[src/imot_pkg.sv]
`default_nettype none

package imot_pkg;

  // Sizes
  localparam int DATA_WIDTH_DEF = 32;
  localparam int ORIENT_W       = 5;
  localparam int NUM_SLOTS      = 24;
  localparam int NUM_COMP       = 4;
  localparam int NUM_STAGES     = 5;

  // Command codes carried in tuser
  localparam logic CMD_VECTOR = 1'b0;
  localparam logic CMD_QUAT   = 1'b1;

  // Quaternion coefficient magnitudes
  localparam logic [1:0] COEF_ZERO = 2'd0;
  localparam logic [1:0] COEF_ONE  = 2'd1;
  localparam logic [1:0] COEF_HALF = 2'd2;
  localparam logic [1:0] COEF_SQH  = 2'd3;

  // sqrt(1/2) as a 0.32 fraction and the rounding bias for the >> 32
  localparam int         SQH_W         = 32;
  localparam logic [31:0] SQRT_HALF_Q32 = 32'd3037000500;
  localparam logic [31:0] RND_HALF      = 32'h8000_0000;

  // Row i of the rotation reads column perm[i]; packed {perm2, perm1, perm0}
  localparam logic [5:0] SLOT_PERM [NUM_SLOTS] = '{
    6'h24, 6'h21, 6'h24, 6'h21,
    6'h24, 6'h24, 6'h18, 6'h18, 6'h18, 6'h18, 6'h21, 6'h21,
    6'h09, 6'h09, 6'h09, 6'h09, 6'h12, 6'h12, 6'h12, 6'h12,
    6'h06, 6'h06, 6'h06, 6'h06
  };

  // Row sign, set bit means -1; packed {neg2, neg1, neg0}
  localparam logic [2:0] SLOT_NEG [NUM_SLOTS] = '{
    3'b000, 3'b001, 3'b011, 3'b010,
    3'b101, 3'b110, 3'b111, 3'b001, 3'b010, 3'b100, 3'b111, 3'b100,
    3'b011, 3'b101, 3'b110, 3'b000, 3'b011, 3'b101, 3'b110, 3'b000,
    3'b111, 3'b001, 3'b010, 3'b100
  };

  // Hamilton product: output k, term t uses p[t] times r[HAM_R[k][t]]
  localparam logic [1:0] HAM_R [NUM_COMP][NUM_COMP] = '{
    '{2'd0, 2'd1, 2'd2, 2'd3},
    '{2'd1, 2'd0, 2'd3, 2'd2},
    '{2'd2, 2'd3, 2'd0, 2'd1},
    '{2'd3, 2'd2, 2'd1, 2'd0}
  };

  // Term carries an extra minus sign
  localparam logic HAM_M [NUM_COMP][NUM_COMP] = '{
    '{1'b0, 1'b1, 1'b1, 1'b1},
    '{1'b0, 1'b0, 1'b0, 1'b1},
    '{1'b0, 1'b1, 1'b0, 1'b0},
    '{1'b0, 1'b0, 1'b1, 1'b0}
  };

  // Decoded mounting rotation
  typedef struct packed {
    logic [2:0][1:0] perm;
    logic [2:0]      vneg;
    logic [3:0][1:0] qcode;
    logic [3:0]      qneg;
  } slot_ctrl_t;

  // Control that travels with each transaction
  typedef struct packed {
    logic       cmd;
    slot_ctrl_t slot;
  } stage_ctrl_t;

  // Coefficient code for n / (2*sqrt(d)), d in {1,2,4}
  function automatic logic [1:0] side_code(input int n, input int d);
    int         a;
    logic [1:0] c;
    a = (n < 0) ? -n : n;
    c = COEF_ZERO;
    if (a != 0) begin
      if (d == 4) begin
        c = (a == 2) ? COEF_HALF : COEF_ZERO;
      end else if (d == 2) begin
        c = (a == 2) ? COEF_SQH : COEF_ZERO;
      end else if (d == 1) begin
        c = (a == 1) ? COEF_HALF : ((a == 2) ? COEF_ONE : COEF_ZERO);
      end
    end
    return c;
  endfunction

  // Matrix and conjugated unit quaternion for one orientation register value
  function automatic slot_ctrl_t slot_decode(input logic [ORIENT_W-1:0] orient);
    slot_ctrl_t          c;
    logic [ORIENT_W-1:0] s;
    int                  m [3][3];
    int                  n [4];
    int                  tr;
    int                  d;
    int                  mi;
    s = (orient < ORIENT_W'(NUM_SLOTS)) ? orient : '0;
    c = '0;
    c.perm = SLOT_PERM[s];
    c.vneg = SLOT_NEG[s];
    for (int i = 0; i < 3; i++) begin
      for (int j = 0; j < 3; j++) begin
        m[i][j] = (int'(c.perm[i]) == j) ? (c.vneg[i] ? -1 : 1) : 0;
      end
    end
    n[0] = 0; n[1] = 0; n[2] = 0; n[3] = 0;
    tr = m[0][0] + m[1][1] + m[2][2];
    // Trace branch, else the largest diagonal entry
    if (tr > 0) begin
      mi = 0; d = tr + 1;
      n[1] = m[2][1] - m[1][2]; n[2] = m[0][2] - m[2][0]; n[3] = m[1][0] - m[0][1];
    end else if (m[0][0] > m[1][1] && m[0][0] > m[2][2]) begin
      mi = 1; d = 1 + m[0][0] - m[1][1] - m[2][2];
      n[0] = m[2][1] - m[1][2]; n[2] = m[0][1] + m[1][0]; n[3] = m[0][2] + m[2][0];
    end else if (m[1][1] > m[2][2]) begin
      mi = 2; d = 1 + m[1][1] - m[0][0] - m[2][2];
      n[0] = m[0][2] - m[2][0]; n[1] = m[0][1] + m[1][0]; n[3] = m[1][2] + m[2][1];
    end else begin
      mi = 3; d = 1 + m[2][2] - m[0][0] - m[1][1];
      n[0] = m[1][0] - m[0][1]; n[1] = m[0][2] + m[2][0]; n[2] = m[1][2] + m[2][1];
    end
    for (int k = 0; k < 4; k++) begin
      if (k == mi) begin
        c.qcode[k] = (d == 4) ? COEF_ONE : ((d == 2) ? COEF_SQH : COEF_HALF);
        c.qneg[k]  = 1'b0;
      end else begin
        c.qcode[k] = side_code(n[k], d);
        c.qneg[k]  = (n[k] < 0);
      end
    end
    // Conjugate: flip the vector part
    c.qneg[3:1] = ~c.qneg[3:1];
    return c;
  endfunction

endpackage

`default_nettype wire

[src/imot_cfg.sv]
`default_nettype none

module imot_cfg (
  input  wire logic                          clk,
  input  wire logic                          rst_n,
  input  wire logic                          cfg_wr_en,
  input  wire logic [imot_pkg::ORIENT_W-1:0] cfg_wr_data,
  output imot_pkg::slot_ctrl_t               slot_o
);

  imot_pkg::slot_ctrl_t slot_r;

  // Decode on write so the next transaction sees the new rotation at once
  always_ff @(posedge clk) begin
    if (!rst_n) begin
      slot_r <= imot_pkg::slot_decode('0);
    end else if (cfg_wr_en) begin
      slot_r <= imot_pkg::slot_decode(cfg_wr_data);
    end
  end

  assign slot_o = slot_r;

endmodule

`default_nettype wire

[config.mk]
export PLATFORM = sky130hd
export DESIGN_NAME = imot_cfg
export DESIGN_NICKNAME = d
export VERILOG_FILES = /design/src/imot_pkg.sv /design/src/imot_cfg.sv
export SDC_FILE = /design/constraint.sdc
export NUM_CORES = 1
export LEC_CHECK = 0
export BUFFER_PORTS_ARGS = -buffer_cell sky130_fd_sc_hd__buf_4
export CAP_MARGIN = 20
export CORE_AREA = 8 8 98 144
export CTS_BUF_LIST = sky130_fd_sc_hd__clkbuf_8
export CTS_CLUSTER_SIZE = 20
export DETAILED_ROUTE_END_ITERATION = 8
export DIE_AREA = 0 0 106 152
export PLACE_DENSITY = 0.6
export SETUP_SLACK_MARGIN = 0.4
export SLEW_MARGIN = 0
export SYNTH_ARGS = -nofsm -noshare
export SYNTH_HDL_FRONTEND = slang
export SYNTH_SLANG_ARGS = --single-unit
[constraint.sdc]
create_clock -name clk -period 6.99 [get_ports clk]
set_input_delay 1.0485 -clock clk [delete_from_list [all_inputs] [get_ports clk]]
set_output_delay 1.0485 -clock clk [all_outputs]
set_load 0.005 [all_outputs]
==> impl_metrics.toml <==
[die]
die-width_um = 106
die_h_um = 152
dieArea_sq_um = 16100
coreArea_sq_um = 12000
initial_utilization_pct = 38.4
ioPinCount = 29
core.rowCount = 49

[critical_path]
critical_path_required_ns = 7.13
reg2reg_from = "slot_o[13]"
startpoint_type = "input port"
path_class = "in2reg"
r2r_slack_ns = 6.17
worstReg2RegEnd = "slot_o[13]"
critPathArrivalTime_ns = 6.53
reg2regPathDepth = 2
worstSetupEndpointType = "flop"
critical_path.max_fanout = 14
worstSetupStartpoint = "cfg_wr_data[4]"

[hold_path]
min_from = "slot_o[17]"
min_path_type = "reg2reg"
hold_path_end = "slot_o[17]"
hold_depth = 2

[drt]
routed.top_layer = "met4"
dr.pass1.iters = 5
dr_wl_met3_um = 366
wl_per_cell_um = 15.3
vias_per_cell = 5.51
ant_nets = 0
drt_iter0_drc = 218
met1_length_um = 4480
vias = 4270
wl_met2_um = 6460
drc_errors = 0
drt_wl_total_um = 11800

[logic_synthesis]
yosysSeqAreaShare_pct = 9.17
ys_ff_latch = 21
synth_ff_type = "dfxtp_1"
async_flop_share_pct = 0
synth_edf_count = 0
ys_types = 79
synth_nets = 708
syn_inst = 582
syn-cell-area_sq_um = 4590
yosysWarnings = 0
avgSynthCellArea_sq_um = 7.88

[cells_and_area]
drive_gt1_share_pct = 22.3
fin_nets = 749
layout_commonest_cell = "ha_1"
largest_register_ffs = 21
synthToLayoutAreaGrowth_pct = 19.4
final_cell_mix = "ha_1 (86), inv_1 (65), buf_4 (59)"
n_antenna_cell = 0
postLayoutCellArea_sq_um = 5480

[cts]
clockRootBuffer = "clkbuf_8"
path_clk_slew_ns = 0.07
htreeDepth = 1
clock_sinks = 21
clk_latency_ns = 0.27
clock_path_buffers = 2
cts_tree = "yes"
cts_buffers = 3

[sta]
fin_worst_skew_ns = 0
min_period_over_period_pct = 91.3
fin_crit_ns = 6.38
drv_slew = 0
slew_headroom_pct = 63.2
timing.final.ws_setup_ns = 0.606
hold_viol = 0
grt_setup_unrepaired = "false"
setup_viol = 0
setup_tns_ns = 0
fmax_mhz = 157
tightest_slew_ns = 0.544

[outcome]
status = "finished clean"

[global_routing]
overflow = 0
grt_first_pass_wirelength_um = 19000
antenna_found_initial = 0
grt_pass1_vias = 4115
grt_max_degree = 29
grt_use_total_pct = 13.9

[place]
dp_hpwl_um = 9660
dp_slack_ns = 0.0218
postPlaceCellArea_sq_um = 5030
place.gp.congestion = 0.901
io_buffers = 28

[power_and_ir_drop]
powerDensity_nw_per_um2 = 308
p_leak_uw = 0.00250
peakVddDrop_mv = 0.110
total_power_uw = 1680

[run]
timing.max_cap.violations = 0
how the worst max path moves through the flow:
| stage | to |
|---|---|
| global route | slot_o[4] |
| detailed placement | slot_o[4] |
| CTS | slot_o[4] |
| global placement | slot_o[4] |
| finish | slot_o[4] |
| floorplan | slot_o[4] |
what timing repair did:
| item | 4_1_cts | 5_1_grt |
|---|---|---|
| buffers inserted | 0 | 18 |
| hold buffers | 0 | 0 |
| gates resized for setup | 2 | 47 |
| pin swaps | 0 | 19 |
| endpoints found under the setup margin | 6 | 8 |
power by group:
| part | total (uW) | switching, uW | internal (uW) |
|---|---|---|---|
| Combinational | 1460 | 830 | 634 |
| Sequential | 140 | 6.69 | 133 |
| Clock | 80.3 | 40.9 | 39.3 |
| Total | 1680 | 878 | 806 |
logic make-up (layout without fill, tap and decap cells):
logic type	Yosys count	after routing	synth area share [%]
flip-flops	21	21	9.17
adder cells (fa/ha/maj)	118	118	35.3
XOR/XNOR	5	5	1.12
multiplexers	12	12	2.70
buffers and inverters	92	132	8.13
AND/OR/NAND/NOR	203	203	23.1
AO/OA/AOI/OAI	131	131	20.5
through the flow:
stage / hold slack [ns] / std cells / util, %
final: 0.482 / 775 / 45.8
after global routing: 0.526 / 775 / 45.8
after CTS: 0.489 / 757 / 42.5
after detailed placement: 0.473 / 753 / 42.1
after global placement: 0.459 / 753 / 42.1
after floorplan: 0.460 / 582 / -
worst max-delay path, stage by stage:
cell,delay (ns)
buf_6,0.13
nand2_4,0.09
nand2_4,0.08
ha_4,0.27
or4bb_4,0.46
a31o_4,0.28
inv_4,0.09
fa_2,0.46
inv_4,0.12
ha_1,0.15
inv_1,0.05
fa_2,0.61
a21o_1,0.23
o211ai_1,0.25
ha_1,0.28
ha_2,0.19
and2_1,0.14
ha_1,0.18
or4_4,0.56
or4_1,0.50
a31oi_1,0.21
o311ai_1,0.13
Yosys cell counts, drive strengths merged (3+ instances only):
library cell | number | area [sq um]
or3 | 4 | 25.0
xnor2 | 3 | 26.3
or2 | 4 | 25.0
a221oi | 4 | 41.3
clkbuf | 18 | 67.6
or4 | 3 | 22.5
inv | 68 | 255
o21ai | 43 | 226
nand2 | 48 | 183
a21o | 4 | 30.0
a21oi | 26 | 130
buf | 6 | 50.0
fa | 19 | 380
nand4 | 7 | 43.8
a31o | 4 | 52.6
a2111oi | 3 | 32.5
ha | 99 | 1240
a211oi | 4 | 30.0
a31oi | 10 | 62.6
dfxtp | 21 | 420
nand3 | 7 | 35.0
nor3 | 13 | 70.1
o211ai | 6 | 58.8
nor2b | 10 | 62.6
nor2 | 55 | 216
nand2b | 20 | 125
mux2i | 12 | 124
nor4 | 12 | 96.3
o21a | 4 | 31.3
and2 | 10 | 65.1
area by class of cell:
cell class	count	area, sq um
Clock buffer	3	41.3
Clock inverter	1	3.75
Fill cell	1162	6480
Inverter	68	265
Multi-Input combinational cell	469	4100
Sequential cell	21	420
Tap cell	153	191
Timing Repair Buffer	60	454
layer usage:
metal / vias up / global-route usage (%)
met5: - / 0
met4: 0 / 7.21
met3: 33 / 0.931
met2: 95 / 26.9
met1: 2030 / 14.3
li1: 2112 / -
Note: power is estimated with default switching activity, not from simulation.
