File: src/imot_pkg.sv
`default_nettype none

package imot_pkg;

  // Sizes
  localparam int DATA_WIDTH_DEF = 32;
  localparam int ORIENT_W       = 5;
  localparam int NUM_SLOTS      = 24;
  localparam int NUM_COMP       = 4;
  localparam int NUM_STAGES     = 5;

  // Command codes carried in tuser
  localparam logic CMD_VECTOR = 1'b0;
  localparam logic CMD_QUAT   = 1'b1;

  // Quaternion coefficient magnitudes
  localparam logic [1:0] COEF_ZERO = 2'd0;
  localparam logic [1:0] COEF_ONE  = 2'd1;
  localparam logic [1:0] COEF_HALF = 2'd2;
  localparam logic [1:0] COEF_SQH  = 2'd3;

  // sqrt(1/2) as a 0.32 fraction and the rounding bias for the >> 32
  localparam int         SQH_W         = 32;
  localparam logic [31:0] SQRT_HALF_Q32 = 32'd3037000500;
  localparam logic [31:0] RND_HALF      = 32'h8000_0000;

  // Row i of the rotation reads column perm[i]; packed {perm2, perm1, perm0}
  localparam logic [5:0] SLOT_PERM [NUM_SLOTS] = '{
    6'h24, 6'h21, 6'h24, 6'h21,
    6'h24, 6'h24, 6'h18, 6'h18, 6'h18, 6'h18, 6'h21, 6'h21,
    6'h09, 6'h09, 6'h09, 6'h09, 6'h12, 6'h12, 6'h12, 6'h12,
    6'h06, 6'h06, 6'h06, 6'h06
  };

  // Row sign, set bit means -1; packed {neg2, neg1, neg0}
  localparam logic [2:0] SLOT_NEG [NUM_SLOTS] = '{
    3'b000, 3'b001, 3'b011, 3'b010,
    3'b101, 3'b110, 3'b111, 3'b001, 3'b010, 3'b100, 3'b111, 3'b100,
    3'b011, 3'b101, 3'b110, 3'b000, 3'b011, 3'b101, 3'b110, 3'b000,
    3'b111, 3'b001, 3'b010, 3'b100
  };

  // Hamilton product: output k, term t uses p[t] times r[HAM_R[k][t]]
  localparam logic [1:0] HAM_R [NUM_COMP][NUM_COMP] = '{
    '{2'd0, 2'd1, 2'd2, 2'd3},
    '{2'd1, 2'd0, 2'd3, 2'd2},
    '{2'd2, 2'd3, 2'd0, 2'd1},
    '{2'd3, 2'd2, 2'd1, 2'd0}
  };

  // Term carries an extra minus sign
  localparam logic HAM_M [NUM_COMP][NUM_COMP] = '{
    '{1'b0, 1'b1, 1'b1, 1'b1},
    '{1'b0, 1'b0, 1'b0, 1'b1},
    '{1'b0, 1'b1, 1'b0, 1'b0},
    '{1'b0, 1'b0, 1'b1, 1'b0}
  };

  // Decoded mounting rotation
  typedef struct packed {
    logic [2:0][1:0] perm;
    logic [2:0]      vneg;
    logic [3:0][1:0] qcode;
    logic [3:0]      qneg;
  } slot_ctrl_t;

  // Control that travels with each transaction
  typedef struct packed {
    logic       cmd;
    slot_ctrl_t slot;
  } stage_ctrl_t;

  // Coefficient code for n / (2*sqrt(d)), d in {1,2,4}
  function automatic logic [1:0] side_code(input int n, input int d);
    int         a;
    logic [1:0] c;
    a = (n < 0) ? -n : n;
    c = COEF_ZERO;
    if (a != 0) begin
      if (d == 4) begin
        c = (a == 2) ? COEF_HALF : COEF_ZERO;
      end else if (d == 2) begin
        c = (a == 2) ? COEF_SQH : COEF_ZERO;
      end else if (d == 1) begin
        c = (a == 1) ? COEF_HALF : ((a == 2) ? COEF_ONE : COEF_ZERO);
      end
    end
    return c;
  endfunction

  // Matrix and conjugated unit quaternion for one orientation register value
  function automatic slot_ctrl_t slot_decode(input logic [ORIENT_W-1:0] orient);
    slot_ctrl_t          c;
    logic [ORIENT_W-1:0] s;
    int                  m [3][3];
    int                  n [4];
    int                  tr;
    int                  d;
    int                  mi;
    s = (orient < ORIENT_W'(NUM_SLOTS)) ? orient : '0;
    c = '0;
    c.perm = SLOT_PERM[s];
    c.vneg = SLOT_NEG[s];
    for (int i = 0; i < 3; i++) begin
      for (int j = 0; j < 3; j++) begin
        m[i][j] = (int'(c.perm[i]) == j) ? (c.vneg[i] ? -1 : 1) : 0;
      end
    end
    n[0] = 0; n[1] = 0; n[2] = 0; n[3] = 0;
    tr = m[0][0] + m[1][1] + m[2][2];
    // Trace branch, else the largest diagonal entry
    if (tr > 0) begin
      mi = 0; d = tr + 1;
      n[1] = m[2][1] - m[1][2]; n[2] = m[0][2] - m[2][0]; n[3] = m[1][0] - m[0][1];
    end else if (m[0][0] > m[1][1] && m[0][0] > m[2][2]) begin
      mi = 1; d = 1 + m[0][0] - m[1][1] - m[2][2];
      n[0] = m[2][1] - m[1][2]; n[2] = m[0][1] + m[1][0]; n[3] = m[0][2] + m[2][0];
    end else if (m[1][1] > m[2][2]) begin
      mi = 2; d = 1 + m[1][1] - m[0][0] - m[2][2];
      n[0] = m[0][2] - m[2][0]; n[1] = m[0][1] + m[1][0]; n[3] = m[1][2] + m[2][1];
    end else begin
      mi = 3; d = 1 + m[2][2] - m[0][0] - m[1][1];
      n[0] = m[1][0] - m[0][1]; n[1] = m[0][2] + m[2][0]; n[2] = m[1][2] + m[2][1];
    end
    for (int k = 0; k < 4; k++) begin
      if (k == mi) begin
        c.qcode[k] = (d == 4) ? COEF_ONE : ((d == 2) ? COEF_SQH : COEF_HALF);
        c.qneg[k]  = 1'b0;
      end else begin
        c.qcode[k] = side_code(n[k], d);
        c.qneg[k]  = (n[k] < 0);
      end
    end
    // Conjugate: flip the vector part
    c.qneg[3:1] = ~c.qneg[3:1];
    return c;
  endfunction

endpackage

`default_nettype wire

File: src/imot_combine.sv
`default_nettype none

module imot_combine #(
  parameter int DATA_WIDTH = imot_pkg::DATA_WIDTH_DEF
) (
  input  wire logic                                      clk,
  input  wire logic                                      en_term,
  input  wire logic                                      en_sum,
  input  wire imot_pkg::stage_ctrl_t                     ctrl,
  input  wire logic [imot_pkg::NUM_COMP-1:0][DATA_WIDTH-1:0] mag,
  input  wire logic [imot_pkg::NUM_COMP-1:0][DATA_WIDTH-1:0] half,
  input  wire logic [imot_pkg::NUM_COMP-1:0][DATA_WIDTH-1:0] sqh,
  input  wire logic [imot_pkg::NUM_COMP-1:0]                 neg,
  output logic      [imot_pkg::NUM_COMP-1:0][DATA_WIDTH-1:0] res
);

  localparam int NC = imot_pkg::NUM_COMP;
  localparam int TW = DATA_WIDTH + 1;
  localparam int SW = DATA_WIDTH + 3;
  localparam logic [DATA_WIDTH-1:0] MAX_POS = {1'b0, {(DATA_WIDTH-1){1'b1}}};
  localparam logic [DATA_WIDTH-1:0] MIN_NEG = {1'b1, {(DATA_WIDTH-1){1'b0}}};

  logic signed [TW-1:0]   term_nxt [NC][NC];
  logic signed [TW-1:0]   term_r   [NC][NC];
  logic [DATA_WIDTH-1:0]  val;
  logic                   sgn;
  logic [1:0]             src;
  logic signed [SW-1:0]   sum      [NC];
  logic [NC-1:0][DATA_WIDTH-1:0] sat;
  logic [NC-1:0][DATA_WIDTH-1:0] res_r;

  // Scaled magnitude for one coefficient code
  function automatic logic [DATA_WIDTH-1:0] pick(
    input logic [1:0]            code,
    input logic [DATA_WIDTH-1:0] m,
    input logic [DATA_WIDTH-1:0] h,
    input logic [DATA_WIDTH-1:0] q
  );
    logic [DATA_WIDTH-1:0] r;
    case (code)
      imot_pkg::COEF_ONE:  r = m;
      imot_pkg::COEF_HALF: r = h;
      imot_pkg::COEF_SQH:  r = q;
      default:             r = '0;
    endcase
    return r;
  endfunction

  // Form signed terms: the Hamilton product or one remapped axis
  always_comb begin
    for (int k = 0; k < NC; k++) begin
      for (int t = 0; t < NC; t++) begin
        val = '0;
        sgn = 1'b0;
        src = '0;
        if (ctrl.cmd == imot_pkg::CMD_QUAT) begin
          src = imot_pkg::HAM_R[k][t];
          val = pick(ctrl.slot.qcode[src], mag[t], half[t], sqh[t]);
          sgn = neg[t] ^ ctrl.slot.qneg[src] ^ imot_pkg::HAM_M[k][t];
        end else if (k != 0 && t == 0) begin
          src = ctrl.slot.perm[k-1] + 2'd1;
          val = mag[src];
          sgn = neg[src] ^ ctrl.slot.vneg[k-1];
        end
        term_nxt[k][t] = sgn ? -$signed({1'b0, val}) : $signed({1'b0, val});
      end
    end
  end

  always_ff @(posedge clk) begin
    if (en_term) begin
      term_r <= term_nxt;
    end
  end

  // Add the four terms and saturate
  always_comb begin
    for (int k = 0; k < NC; k++) begin
      sum[k] = SW'(term_r[k][0]) + SW'(term_r[k][1]) + SW'(term_r[k][2]) + SW'(term_r[k][3]);
      if (sum[k][SW-1:DATA_WIDTH-1] == '0 || sum[k][SW-1:DATA_WIDTH-1] == '1) begin
        sat[k] = sum[k][DATA_WIDTH-1:0];
      end else begin
        sat[k] = sum[k][SW-1] ? MIN_NEG : MAX_POS;
      end
    end
  end

  always_ff @(posedge clk) begin
    if (en_sum) begin
      res_r <= sat;
    end
  end

  assign res = res_r;

endmodule

`default_nettype wire

File: config.mk
export PLATFORM = sky130hd
export DESIGN_NAME = imot_combine
export DESIGN_NICKNAME = d
export VERILOG_FILES = /design/src/imot_pkg.sv /design/src/imot_combine.sv
export SDC_FILE = /design/constraint.sdc
export NUM_CORES = 2
export LEC_CHECK = 0
export ABC_AREA = 1
export BUFFER_PORTS_ARGS = -buffer_cell sky130_fd_sc_hd__buf_2
export CAP_MARGIN = 20
export CORE_MARGIN = 2
export CORE_UTILIZATION = 30
export CTS_CLUSTER_DIAMETER = 60
export DETAILED_ROUTE_END_ITERATION = 10
export GPL_TIMING_DRIVEN = 1
export PLACE_DENSITY = 0.5
export SYNTH_ARGS = -nofsm -noshare
export SYNTH_HDL_FRONTEND = slang
export SYNTH_SLANG_ARGS = --single-unit
File: constraint.sdc
create_clock -name clk -period 4.6 [get_ports clk]
set_clock_uncertainty 0.05 [all_clocks]
set_input_delay 0 -clock clk [delete_from_list [all_inputs] [get_ports clk]]
set_output_delay 0 -clock clk [all_outputs]
set_load 0.02 [all_outputs]
==> run summary <==
===============================================================================================
Total buffers and inverters traversed by the critical path                                    3
Share of total power consumed by net switching                                            0.512
Portion of the clock cycle consumed by the worst path in the final layout                 0.924
Net count of the mapped netlist                                                           10600
Data arrival time of the critical path                                                  4.72 ns
Total overflow reported by the global router                                                  0
Leading cell type in the layout, fill and taps excluded                                 nand2_1
FMAX                                                                                  0.235 GHz
Required time of the critical path                                                      5.07 ns
Footprint of the flip-flops and latches                                               19700 um2
Critical path's most frequent cell                                                      nand2_1
TritonCTS buffer count                                                                      103
Post-Synthesis Cell Area                                                              66800 um2
Area Overhead vs Synth                                                                    18.3%
Cell internal pwr                                                                      22400 uW
Clock network fraction of design power                                                    0.177
Latest clock arrival within the worst-skew pair                                         0.80 ns
Half-perimeter wire length after detailed placement                                   360000 um
Cell taking the most area after synthesis                                              edfxtp_1
RePlAce Congestion                                                                         1.10
Worst path setup slack after routing                                                   0.349 ns
Worst slew margin relative to its limit                                                   0.150
Number of storage elements in the synthesis netlist                                         656
CTS tree                                                                                  built
Initial DRC Count                                                                          9721
Number of warnings printed during yosys synthesis                                             0
Crit path largest cell delay                                                            0.52 ns
Slew at the pin closest to its max-slew limit                                           1.28 ns
Origin of the worst setup path                                                      term_r[410]
Most area-consuming cells after synthesis                                          edfxtp_1, nand2_1, inv_1, fa_1, o221ai_1
Worst R2R End                                                                            res[2]
CTS max path bufs                                                                             3
Initial Util                                                                              0.301
Gr usage total                                                                            0.370
Number of nets in the final layout                                                        11300
Filler cells                                                                              24300
Placement row count                                                                         173
Total power per unit cell area                                                       582 nW/um2
Area of the multi-input gates                                                         39600 um2
Top FF cell, synth                                                                     edfxtp_1
Post-place setup slack                                                                 0.387 ns
# resized after CTS                                                                           0
Critical path fanouts, max                                                                   31
# DRC                                                                                         0
Maximum VDD drop                                                                     0.000911 V
Routed wire length                                                                    430000 um
Comb pwr share                                                                            0.619
Top-Level Pins                                                                              541
Type of the worst setup path                                                       register to register
Critical Path End                                                                        res[2]
Share of cells above drive strength 1                                                     0.104
Average wire per standard cell                                                          31.8 um
Total Negative Setup Slacks                                                                0 ns
Maximum number of pins on one net before global-route repair                                129
Share of synthesized flip-flops with an asynchronous set or reset                             0
Final Max Tran Viols                                                                          0
Proportion of synthesized chip area in sequential cells                                   0.295
Final critical path time including I/O delays and setup                                 4.25 ns
Crit end category                                                                      register
Gate Count Post-Synth                                                                      9740
Chip height                                                                              476 um
Drt pass-1 iters                                                                              7
Count of H-tree levels built during CTS                                                       3
Commonest cells after routing, fill and taps aside                                 nand2_1, inv_1, nor2_1, edfxtp_1, buf_2
EDFF count, synth                                                                           656
Die Footprint                                                                        226000 um2
Share of the core filled with cells                                                       0.356
RSZ-0062 raised after global routing                                                      false
Clock input transition at the sequential cells of the worst setup and hold paths        0.06 ns
Initial antenna violation count                                                              62
Element type at the critical path start                                                register
Net switching power figure                                                             23600 uW
Hold violation total from the final report                                                    0
Cts hold-fix bufs                                                                           163
Start point of the worst min-delay path                                                 mag[34]
Count of max-cap constraint violations                                                        0
R2r startpoint                                                                      term_r[410]
Count of final setup violators                                                                0
Critical path's top delay family                                                    adder cells
Flop pwr share                                                                            0.204
Leakage power of the design                                                           0.0394 uW
Count of buffers inserted at the top-level ports                                            540
Reg-to-reg slack, setup                                                                 0.35 ns
Count of buffers added by post-CTS timing repair for setup                                    0
Avg Inst Size Synth                                                                    6.86 um2
Clock root buffer                                                                     clkbuf_16
Proportion of netlist area held by the largest area contributor                           0.295
Highest-delay cell along the critical path                                                 fa_1
Number of cell instances on the worst register-to-register path                              18
Core area                                                                            222000 um2
Routed Antenna Nets                                                                           0
Wire length of the first global-routing pass                                          573000 um
Post-synth cell types                                                                        53
TritonCTS sink count                                                                        656
WP depth                                                                                     18
Worst hold-check path type                                                         input pin to register
Count of vias placed by the detailed router                                               73300
Vias in the first global route                                                            69400
Run status                                                                            completed
Die width                                                                                476 um
List of cells traversed by the critical path                                       inv_1 > fa_1 > fa_1 > inv_1 > ha_1 > a21oi_1 > nand2_1 > a21oi_1 > nand2_1 > nand2_1 > nand2_1 > nand2_1 > nand2_1 > nor2_1 > nand3_1 > nand3_1 > buf_12 > nand2_1
Average vias per placed instance                                                           5.42
===============================================================================================
==> layout make-up <==
| class | count | share of cell area |
|---|---|---|
| well taps | 2975 | 0.0471 |
| clock buffers | 110 | 0.0335 |
| diodes | 16 | 0.000507 |
| repair buffers | 955 | 0.0834 |
| inverters | 1559 | 0.0741 |
| multi-input cells | 7180 | 0.501 |
| flip-flops and latches | 656 | 0.249 |
| clock inverters | 80 | 0.0108 |
==> worst min-delay path by stage <==
stage | end | slack (ns) | depth (start not counted)
detailed placement | res[46] | 0.39 | 1
finish | term_r[233] | 0.03 | 6
floorplan | res[0] | 0.06 | 0
global placement | res[121] | 0.39 | 1
global route | term_r[500] | 0.03 | 5
CTS | term_r[467] | 0.0001 | 5
==> synthesized netlist by cell type (61+ instances only) <==
library cell	n
nand4_1	62
nand3b_1	61
nand2_1	3828
o221ai_1	369
buf_2	220
fa_1	268
o21ai_0	189
ha_1	152
o22ai_1	75
o211ai_1	102
edfxtp_1	656
nor2_1	765
xnor2_1	111
inv_1	1536
a21oi_1	205
clkbuf_1	62
nand3_1	389
xor2_1	317
==> through the flow <==
| step | area, um2 | instances | hold WS, ns | total power (uW) |
|---|---|---|---|---|
| floorplan | 66800 | 9740 | 0.0625 | 26900 |
| global placement | 73900 | 13200 | 0.394 | 37300 |
| detailed placement | 73900 | 13200 | 0.392 | 37300 |
| CTS | 79000 | 13500 | 0.000108 | 45800 |
| global route | 79000 | 13500 | 0.0296 | 49200 |
| finish | 79000 | 13500 | 0.0302 | 46000 |
==> registers in the layout, indices dropped and copies added (netlist names) <==
name,cells
res,128
term_r,528
==> power groups by stage <==
stage                     Sequential (uW)  Clock [uW]  Combinational, uW
after floorplan                     10100           0              16800
after global placement               9470           0              27900
after detailed placement             9470           0              27800
after CTS                            9380        8290              28100
after global routing                 9490        8490              31200
final                                9370        8150              28500
==> worst reg2reg max path, delay by kind of cell (launching register included) <==
family                     cells  cell delay [ns]
DFF                            1             0.34
adders and majority gates      3             1.43
buffers and inverters          3             0.30
AOI/OAI and AO/OA              2             0.59
and+or+nand+nor               10             1.28
==> cell families (layout without fill, tap and decap cells) <==
| kind of cell | after synthesis | count (layout) | synth area share |
|---|---|---|---|
| buf+inv | 1904 | 2704 | 0.114 |
| other cells | 0 | 16 | 0 |
| simple gates | 5247 | 5247 | 0.313 |
| fa+ha+maj | 420 | 420 | 0.109 |
| compound gates | 1085 | 1085 | 0.113 |
| xor+xnor | 428 | 428 | 0.0561 |
| flops | 656 | 656 | 0.295 |
==> routing by layer <==
metal / global-route usage / routed length (um)
met1: 0.483 / 176000
met2: 0.543 / 178000
met3: 0.0747 / 37800
met4: 0.264 / 37800
met5: 0 / 222
(Power assumes the default switching activity.)
