## config.mk

```make
export PLATFORM = sky130hd
export DESIGN_NAME = imot_scale
export DESIGN_NICKNAME = d
export VERILOG_FILES = /design/src/imot_pkg.sv /design/src/imot_scale.sv
export SDC_FILE = /design/constraint.sdc
export NUM_CORES = 1
export LEC_CHECK = 0
export BUFFER_PORTS_ARGS = -buffer_cell sky130_fd_sc_hd__buf_2
export CAP_MARGIN = 20
export CORE_MARGIN = 3
export CORE_UTILIZATION = 58
export CTS_CLUSTER_SIZE = 25
export DETAILED_ROUTE_END_ITERATION = 6
export PLACE_DENSITY = 0.88
export SLEW_MARGIN = 20
export SYNTH_ARGS = -nofsm -noshare
export SYNTH_HDL_FRONTEND = slang
export SYNTH_SLANG_ARGS = --single-unit
```

## constraint.sdc

```tcl
create_clock -name clk -period 7.11 [get_ports clk]
set_clock_uncertainty 0.15 [all_clocks]
set_input_delay 0.3555 -clock clk [delete_from_list [all_inputs] [get_ports clk]]
set_output_delay 0.3555 -clock clk [all_outputs]
set_load 0.03 [all_outputs]
```

## src/imot_pkg.sv

```systemverilog
`default_nettype none

package imot_pkg;

  // Sizes
  localparam int DATA_WIDTH_DEF = 32;
  localparam int ORIENT_W       = 5;
  localparam int NUM_SLOTS      = 24;
  localparam int NUM_COMP       = 4;
  localparam int NUM_STAGES     = 5;

  // Command codes carried in tuser
  localparam logic CMD_VECTOR = 1'b0;
  localparam logic CMD_QUAT   = 1'b1;

  // Quaternion coefficient magnitudes
  localparam logic [1:0] COEF_ZERO = 2'd0;
  localparam logic [1:0] COEF_ONE  = 2'd1;
  localparam logic [1:0] COEF_HALF = 2'd2;
  localparam logic [1:0] COEF_SQH  = 2'd3;

  // sqrt(1/2) as a 0.32 fraction and the rounding bias for the >> 32
  localparam int         SQH_W         = 32;
  localparam logic [31:0] SQRT_HALF_Q32 = 32'd3037000500;
  localparam logic [31:0] RND_HALF      = 32'h8000_0000;

  // Row i of the rotation reads column perm[i]; packed {perm2, perm1, perm0}
  localparam logic [5:0] SLOT_PERM [NUM_SLOTS] = '{
    6'h24, 6'h21, 6'h24, 6'h21,
    6'h24, 6'h24, 6'h18, 6'h18, 6'h18, 6'h18, 6'h21, 6'h21,
    6'h09, 6'h09, 6'h09, 6'h09, 6'h12, 6'h12, 6'h12, 6'h12,
    6'h06, 6'h06, 6'h06, 6'h06
  };

  // Row sign, set bit means -1; packed {neg2, neg1, neg0}
  localparam logic [2:0] SLOT_NEG [NUM_SLOTS] = '{
    3'b000, 3'b001, 3'b011, 3'b010,
    3'b101, 3'b110, 3'b111, 3'b001, 3'b010, 3'b100, 3'b111, 3'b100,
    3'b011, 3'b101, 3'b110, 3'b000, 3'b011, 3'b101, 3'b110, 3'b000,
    3'b111, 3'b001, 3'b010, 3'b100
  };

  // Hamilton product: output k, term t uses p[t] times r[HAM_R[k][t]]
  localparam logic [1:0] HAM_R [NUM_COMP][NUM_COMP] = '{
    '{2'd0, 2'd1, 2'd2, 2'd3},
    '{2'd1, 2'd0, 2'd3, 2'd2},
    '{2'd2, 2'd3, 2'd0, 2'd1},
    '{2'd3, 2'd2, 2'd1, 2'd0}
  };

  // Term carries an extra minus sign
  localparam logic HAM_M [NUM_COMP][NUM_COMP] = '{
    '{1'b0, 1'b1, 1'b1, 1'b1},
    '{1'b0, 1'b0, 1'b0, 1'b1},
    '{1'b0, 1'b1, 1'b0, 1'b0},
    '{1'b0, 1'b0, 1'b1, 1'b0}
  };

  // Decoded mounting rotation
  typedef struct packed {
    logic [2:0][1:0] perm;
    logic [2:0]      vneg;
    logic [3:0][1:0] qcode;
    logic [3:0]      qneg;
  } slot_ctrl_t;

  // Control that travels with each transaction
  typedef struct packed {
    logic       cmd;
    slot_ctrl_t slot;
  } stage_ctrl_t;

  // Coefficient code for n / (2*sqrt(d)), d in {1,2,4}
  function automatic logic [1:0] side_code(input int n, input int d);
    int         a;
    logic [1:0] c;
    a = (n < 0) ? -n : n;
    c = COEF_ZERO;
    if (a != 0) begin
      if (d == 4) begin
        c = (a == 2) ? COEF_HALF : COEF_ZERO;
      end else if (d == 2) begin
        c = (a == 2) ? COEF_SQH : COEF_ZERO;
      end else if (d == 1) begin
        c = (a == 1) ? COEF_HALF : ((a == 2) ? COEF_ONE : COEF_ZERO);
      end
    end
    return c;
  endfunction

  // Matrix and conjugated unit quaternion for one orientation register value
  function automatic slot_ctrl_t slot_decode(input logic [ORIENT_W-1:0] orient);
    slot_ctrl_t          c;
    logic [ORIENT_W-1:0] s;
    int                  m [3][3];
    int                  n [4];
    int                  tr;
    int                  d;
    int                  mi;
    s = (orient < ORIENT_W'(NUM_SLOTS)) ? orient : '0;
    c = '0;
    c.perm = SLOT_PERM[s];
    c.vneg = SLOT_NEG[s];
    for (int i = 0; i < 3; i++) begin
      for (int j = 0; j < 3; j++) begin
        m[i][j] = (int'(c.perm[i]) == j) ? (c.vneg[i] ? -1 : 1) : 0;
      end
    end
    n[0] = 0; n[1] = 0; n[2] = 0; n[3] = 0;
    tr = m[0][0] + m[1][1] + m[2][2];
    // Trace branch, else the largest diagonal entry
    if (tr > 0) begin
      mi = 0; d = tr + 1;
      n[1] = m[2][1] - m[1][2]; n[2] = m[0][2] - m[2][0]; n[3] = m[1][0] - m[0][1];
    end else if (m[0][0] > m[1][1] && m[0][0] > m[2][2]) begin
      mi = 1; d = 1 + m[0][0] - m[1][1] - m[2][2];
      n[0] = m[2][1] - m[1][2]; n[2] = m[0][1] + m[1][0]; n[3] = m[0][2] + m[2][0];
    end else if (m[1][1] > m[2][2]) begin
      mi = 2; d = 1 + m[1][1] - m[0][0] - m[2][2];
      n[0] = m[0][2] - m[2][0]; n[1] = m[0][1] + m[1][0]; n[3] = m[1][2] + m[2][1];
    end else begin
      mi = 3; d = 1 + m[2][2] - m[0][0] - m[1][1];
      n[0] = m[1][0] - m[0][1]; n[1] = m[0][2] + m[2][0]; n[2] = m[1][2] + m[2][1];
    end
    for (int k = 0; k < 4; k++) begin
      if (k == mi) begin
        c.qcode[k] = (d == 4) ? COEF_ONE : ((d == 2) ? COEF_SQH : COEF_HALF);
        c.qneg[k]  = 1'b0;
      end else begin
        c.qcode[k] = side_code(n[k], d);
        c.qneg[k]  = (n[k] < 0);
      end
    end
    // Conjugate: flip the vector part
    c.qneg[3:1] = ~c.qneg[3:1];
    return c;
  endfunction

endpackage

`default_nettype wire

```

## src/imot_scale.sv

```systemverilog
`default_nettype none

module imot_scale #(
  parameter int DATA_WIDTH = imot_pkg::DATA_WIDTH_DEF
) (
  input  wire logic                  clk,
  input  wire logic                  en_mul,
  input  wire logic                  en_rnd,
  input  wire logic [DATA_WIDTH-1:0] mag_i,
  input  wire logic                  neg_i,
  output logic      [DATA_WIDTH-1:0] mag_o,
  output logic      [DATA_WIDTH-1:0] half_o,
  output logic      [DATA_WIDTH-1:0] sqh_o,
  output logic                       neg_o
);

  localparam int KW   = imot_pkg::SQH_W;
  localparam int LO_W = (DATA_WIDTH > KW) ? KW : DATA_WIDTH;
  localparam int HI_W = (DATA_WIDTH > KW) ? DATA_WIDTH - KW : 1;
  localparam int SW   = HI_W + KW + 1;

  logic [LO_W-1:0]       mag_lo;
  logic [HI_W-1:0]       mag_hi;
  logic [LO_W+KW-1:0]    lo_prod_nxt;
  logic [LO_W+KW-1:0]    lo_prod_r;
  logic [HI_W+KW-1:0]    hi_prod_nxt;
  logic [HI_W+KW-1:0]    hi_prod_r;
  logic [DATA_WIDTH:0]   inc;
  logic [DATA_WIDTH-1:0] half_nxt;
  logic [DATA_WIDTH-1:0] half2_r;
  logic [DATA_WIDTH-1:0] mag2_r;
  logic                  neg2_r;
  logic [LO_W+KW:0]      lo_rnd;
  logic [SW-1:0]         sqh_sum;
  logic [DATA_WIDTH-1:0] mag3_r;
  logic [DATA_WIDTH-1:0] half3_r;
  logic [DATA_WIDTH-1:0] sqh3_r;
  logic                  neg3_r;

  // Split the magnitude at bit 32 for the two partial products
  assign mag_lo = mag_i[LO_W-1:0];
  if (DATA_WIDTH > KW) begin : g_wide
    assign mag_hi = mag_i[DATA_WIDTH-1:LO_W];
  end else begin : g_narrow
    assign mag_hi = '0;
  end

  assign lo_prod_nxt = (LO_W+KW)'(mag_lo) * (LO_W+KW)'(imot_pkg::SQRT_HALF_Q32);
  assign hi_prod_nxt = (HI_W+KW)'(mag_hi) * (HI_W+KW)'(imot_pkg::SQRT_HALF_Q32);

  // Half with round away from zero on the magnitude
  assign inc      = {1'b0, mag_i} + (DATA_WIDTH+1)'(1);
  assign half_nxt = inc[DATA_WIDTH:1];

  // Multiply stage
  always_ff @(posedge clk) begin
    if (en_mul) begin
      lo_prod_r <= lo_prod_nxt;
      hi_prod_r <= hi_prod_nxt;
      half2_r   <= half_nxt;
      mag2_r    <= mag_i;
      neg2_r    <= neg_i;
    end
  end

  // Round the low product and add in the high one
  assign lo_rnd  = {1'b0, lo_prod_r} + (LO_W+KW+1)'(imot_pkg::RND_HALF);
  assign sqh_sum = SW'(hi_prod_r) + SW'(lo_rnd[LO_W+KW:KW]);

  always_ff @(posedge clk) begin
    if (en_rnd) begin
      mag3_r  <= mag2_r;
      half3_r <= half2_r;
      sqh3_r  <= sqh_sum[DATA_WIDTH-1:0];
      neg3_r  <= neg2_r;
    end
  end

  assign mag_o  = mag3_r;
  assign half_o = half3_r;
  assign sqh_o  = sqh3_r;
  assign neg_o  = neg3_r;

endmodule

`default_nettype wire

```

==> results of run 1 <==
==> layer usage <==
layer | GRT usage | vias to the layer above | wire length [µm] | part of all wire
met5 | 0 | - | 0 | 0
met4 | 0.131 | 0 | 3150 | 0.047
li1 | - | 7233 | - | -
met1 | 0.438 | 8324 | 25500 | 0.38
met3 | 0.0779 | 192 | 6720 | 0.10
met2 | 0.519 | 895 | 30900 | 0.47
==> metrics by stage <==
stage                     setup TNS [ns]  worst slack [ns]  cell area, µm²  utilization  hold slack, ns
after floorplan                        0             0.246           22900            -           0.250
after global placement             -2.23            -0.227           26200        0.674           0.250
after detailed placement           -4.30            -0.347           26200        0.674           0.255
after CTS                              0            0.0932           26800        0.690          0.0375
after global routing              -0.224           -0.0957           26900        0.692          0.0433
final                                  0            0.0784           26900        0.692          0.0632
==> registers in the layout, indices dropped and copies added (netlist names) <==
| signal | flops |
|---|---|
| mag2_r | 32 |
| half_o | 32 |
| sqh_o | 32 |
| mag_o | 32 |
| neg2_r | 1 |
| neg_o | 1 |
| half2_r | 32 |
| lo_prod_r | 33 |
==> worst min-delay path by stage <==
stage | startpoint | end | slack (ns)
after detailed placement | half2_r[3] | half_o[3] | 0.25
after global routing | mag_i[28] | mag2_r[28] | 0.04
final | mag_i[28] | mag2_r[28] | 0.06
after floorplan | half2_r[0] | half_o[0] | 0.25
after CTS | mag_i[28] | mag2_r[28] | 0.04
after global placement | mag2_r[7] | mag_o[7] | 0.25
==> cells in the mapped netlist, drive strengths merged (23+ instances only) <==
library cell and n:
edfxtp 195, nor2 37, inv 465, xnor2 74
ha 395, a21o 37, o21ai 33, xor2 61
nand2 69, and3 23, nand3 41, fa 337
nand4 24, a21oi 64
==> cell families after synthesis <==
| family | after synthesis | synth area share |
|---|---|---|
| AOI/OAI and AO/OA | 181 | 0.0503 |
| xor gates and xnor gates | 135 | 0.0516 |
| adders and majority gates | 732 | 0.510 |
| buffers and inverters | 481 | 0.0788 |
| DFF | 195 | 0.255 |
| muxes | 1 | 0.000436 |
| and+or+nand+nor | 247 | 0.0540 |
==> area by class of cell <==
cell class	count	share of cell area
well taps	518	0.0241
multi-input cells	1296	0.571
inverters	465	0.0650
repair buffers	393	0.0988
clock inverters	15	0.00676
flip-flops and latches	195	0.218
clock buffers	17	0.0158
==> what timing repair did <==
item | 4_1_cts | 5_1_grt
setup buffers | 0 | 1
gates resized for setup | 0 | 15
hold endpoints to repair | 1 | 0
setup endpoints to repair | 0 | 14
hold buffers | 1 | 0
==> worst max-delay path, stage by stage <==
cell	delay (ns)
buf_2	0.14
ha_1	0.40
fa_1	0.56
inv_1	0.06
fa_1	0.48
fa_1	0.58
inv_1	0.08
fa_1	0.55
fa_1	0.44
fa_1	0.57
inv_1	0.07
fa_1	0.54
inv_1	0.05
ha_1	0.32
a21o_1	0.17
a31oi_1	0.22
a2bb2oi_1	0.27
nand3_1	0.17
a31oi_4	0.25
o21ai_1	0.17
a211o_1	0.34
a311oi_2	0.24
xnor2_1	0.09
==> qor.txt, run 1 <==
critical path fanouts, max: 4
storage element area: 0.00586 mm²
htree depth: 4
GP Congestion: 1.13
max-slew violation count: 0
Starting Density: 0.591
routed wire length per instance: 22.9 µm
Layout Cells excl Fill: 2899
vias in the first global route: 17700
Max clock buf depth: 2
CTS tree: done
Die H: 205 µm
Hold Path Depth: 1
Root Driver: clkbuf_16
status: complete, no violations
clk sinks: 195
Crit Path Class: in -> reg
grt total ovfl: 0
CTS Buf Count: 17
DR vias/cell: 5.74
Post-synth top flop: edfxtp_1
multi-input logic area: 0.0153 mm²
post-layout minimum cycle time: 7.03 ns
# setup viols final: 0
critical path endpoint: lo_prod_r[57]
Arr. time, crit path: 7.09 ns
nets: 3136
Port Buffers: 132
CP Launch Type: primary input
max-cap violations: 0
# diodes: 0
worst reg-to-reg setup slack: 4.44 ns
Worst EP required: 7.17 ns
dpl cells: 2865
commonest non-fill, non-tap cells in the layout: inv_1, ha_1, fa_1
IO Pins: 133
top cell type's share of synthesized area: 0.294
initial antenna violation count: 0
area grow syn2layout: 17.1%
Die X-Extent: 205 µm
crit path launch: mag_i[17]
commonest non-fill, non-tap cell in the layout: inv_1
FP Rows: 72
number of distinct library cells after synthesis: 52
DRT iter0 DRCs: 1408
Post-Syn Nets: 2740
crit end category: flip-flop
worst min path class: in -> reg
first-pass GRT wire length: 102000 µm
Peak Freq: 0.142 GHz
Synth Register Bits: 195
R2R depth: 9
DR vias: 16600
latest clock arrival within the worst-skew pair: 0.46 ns
largest net degree at the start of global routing: 68
share of cells above drive strength 1: 0.186
Tcrit/Tclk final: 0.989
slew margin rel.: 0.392
EDFF count, synth: 195
DR DRC count: 0
Syn Area/Cell: 11.6 µm²
Final Hold Viols: 0
Post-Synthesis Cells: 1972
Synth Warn #: 0
pin slew with the least headroom to its limit: 0.912 ns
dpl hpwl: 56700 µm
Async SR Flop Fraction: 0
fillcell total: 2708
Cell Area, Synth: 0.0229 mm²
top area cells in the synthesized netlist: fa_1, edfxtp_1, ha_1, inv_1, xnor2_1
final wirelength: 66400 µm
core area: 0.0388 mm²
die area: 0.0420 mm²
Worst-path clk slew: 0.08 ns
drt pass-1 iters: 7
Routed Antenna Nets: 0
cell accounting for the most synthesized area: fa_1
sequential fraction of the synthesis area: 0.255
Worst R2R Start: lo_prod_r[41]
GRT Total Usage: 0.327
r2r endpoint: sqh_o[24]
Power of run 1 is left out: the tool's default activity adds up to more than one toggle a clock period on the data nets, which glitch-free logic cannot reach.
==> run 2: changes to the inputs <==
--- a/config.mk
+++ b/config.mk
@@ -8,10 +8,10 @@
 export BUFFER_PORTS_ARGS = -buffer_cell sky130_fd_sc_hd__buf_2
 export CAP_MARGIN = 20
 export CORE_MARGIN = 3
-export CORE_UTILIZATION = 58
+export CORE_UTILIZATION = 69
 export CTS_CLUSTER_SIZE = 25
 export DETAILED_ROUTE_END_ITERATION = 6
-export PLACE_DENSITY = 0.88
+export PLACE_DENSITY = 0.95
 export SLEW_MARGIN = 20
 export SYNTH_ARGS = -nofsm -noshare
 export SYNTH_HDL_FRONTEND = slang
==> constraint.sdc (replaced) <==
create_clock -name clk -period 8.53 [get_ports clk]
set_clock_uncertainty 0.15 [all_clocks]
set_input_delay 0.4265 -clock clk [delete_from_list [all_inputs] [get_ports clk]]
set_output_delay 0.4265 -clock clk [all_outputs]
set_load 0.03 [all_outputs]
==> run 2 against run 1 <==
Compared with the run above: hold slack improved by 0.032 ns; non-clock buffer count decreased by 255; flip-flop and latch count stayed put; wire length shrank 7.2%.
==> qor.txt, run 2 (synthesis results as in run 1) <==
DRT iter0 DRCs: 1809 (+28%)
latest clock arrival within the worst-skew pair: 0.45 ns (about the same)
first-pass GRT wire length: 95500 µm (-6.2%)
GP Congestion: 1.06 (-6.2%)
largest net degree at the start of global routing: 72 (+5.9%)
pin slew with the least headroom to its limit: 0.954 ns (+0.0417 ns)
DR DRC count: 0 (unchanged)
# diodes: 0 (unchanged)
Port Buffers: 132 (unchanged)
share of cells above drive strength 1: 0.0828 (-0.104)
GRT Total Usage: 0.358 (+0.0313)
max-slew violation count: 0 (unchanged)
routed wire length per instance: 24.0 µm (+4.7%)
Fin Setup TNS: 0 ns (unchanged)
Die H: 188 µm (-8.1%)
Most common cell on crit path: fa_1
Max clock buf depth: 2 (unchanged)
vias in the first global route: 16700 (-5.7%)
Worst-path clk slew: 0.08 ns (about the same)
initial antenna violation count: 2 (+2)
Peak Freq: 0.130 GHz
fillcell total: 1990 (-27%)
CP Launch Type: primary input
Layout Cells excl Fill: 2568 (-11%)
cts repair resizes: 0 (unchanged)
max-cap violations: 0 (unchanged)
Root Driver: clkbuf_16
slew margin rel.: 0.364 (-0.0278)
worst min path class: in -> reg
dpl cells: 2535 (-12%)
largest reg by FF count: lo_prod_r
drt pass-1 iters: 7 (unchanged)
FP Rows: 66 (-8.3%)
area grow syn2layout: 7.89%
clk sinks: 195 (unchanged)
die area: 0.0355 mm² (-15%)
critical path fanouts, max: 13 (+9)
post-layout minimum cycle time: 7.71 ns
Arr. time, crit path: 7.76 ns (+0.67 ns)
Routed Antenna Nets: 0 (unchanged)
Tcrit/Tclk final: 0.904
max FFs per register: 33 (unchanged)
# setup viols final: 0 (unchanged)
Worst EP required: 8.59 ns (+1.42 ns)
core area: 0.0326 mm² (-16%)
final wirelength: 61500 µm (-7.2%)
Starting Density: 0.703 (+0.112)
IO Pins: 133 (unchanged)
Max stage delay cell, worst path: fa_1
CP top delay family: adder cells
Critical Path Max Stage Delay: 0.57 ns (about the same)
Crit Path Class: in -> reg
grt total ovfl: 0 (unchanged)
crit end category: flip-flop
CTS Buf Count: 17 (unchanged)
nets: 2881 (-8.1%)
commonest non-fill, non-tap cells in the layout: inv_1, ha_1, fa_1
CTS tree: done
dpl hpwl: 51300 µm (-9.5%)
status: complete, no violations
Die X-Extent: 188 µm (-8.1%)
DR vias/cell: 6.10 (+6.2%)
commonest non-fill, non-tap cell in the layout: inv_1
RSZ-0062 raised after global routing: false
Final Hold Viols: 0 (unchanged)
DR vias: 15700 (-5.9%)
htree depth: 4 (unchanged)
Bufs and invs on worst path: 5 (unchanged)
run 2: worst paths after layout:
| path | endpoint | depth (start not counted) | startpoint | slack [ns] |
|---|---|---|---|---|
| worst min-delay path | mag2_r[30] | 1 | mag_i[30] | 0.1 |
| worst max-delay path | lo_prod_r[57] | 25 | mag_i[8] | 0.82 |
| worst max register to register | sqh_o[29] | 9 | lo_prod_r[41] | 5.85 |
| worst min register to register | mag_o[13] | 0 | mag2_r[13] | 0.27 |
run 2: stage by stage:
stage / hold WS (ns) / instance area (µm²) / setup WS [ns] / util
3_5_place_dp: 0.255 / 24100 / 0.559 / 0.740
3_3_place_gp: 0.251 / 24100 / 0.710 / 0.740
4_1_cts: 0.0824 / 24700 / 0.982 / 0.759
5_1_grt: 0.0832 / 24700 / 0.632 / 0.759
6_report: 0.0951 / 24700 / 0.823 / 0.759
2_1_floorplan: 0.250 / 22900 / 1.59 / -
run 2: repair_timing:
| item | CTS | global route |
|---|---|---|
| buffers inserted | 0 | 0 |
| endpoints found under the hold margin | 1 | 0 |
| hold buffers | 1 | 0 |
run 2: final cells by class:
type	count	area (µm²)	share of cell area
clock buffer	17	425	0.0172
clock inverter	15	181	0.00733
inverter	465	1750	0.0705
multi-input combinational	1296	15300	0.617
sequential	195	5860	0.237
tap	442	553	0.0223
timing repair buffer	138	713	0.0288
run 2: layer usage:
layer / up-vias / track usage / routed length [µm]
li1: 6733 / - / -
met1: 7712 / 0.478 / 23400
met2: 1010 / 0.548 / 27900
met3: 206 / 0.119 / 7370
met4: 4 / 0.148 / 2860
met5: - / 0 / 29
Power of run 2 is left out for the same reason.
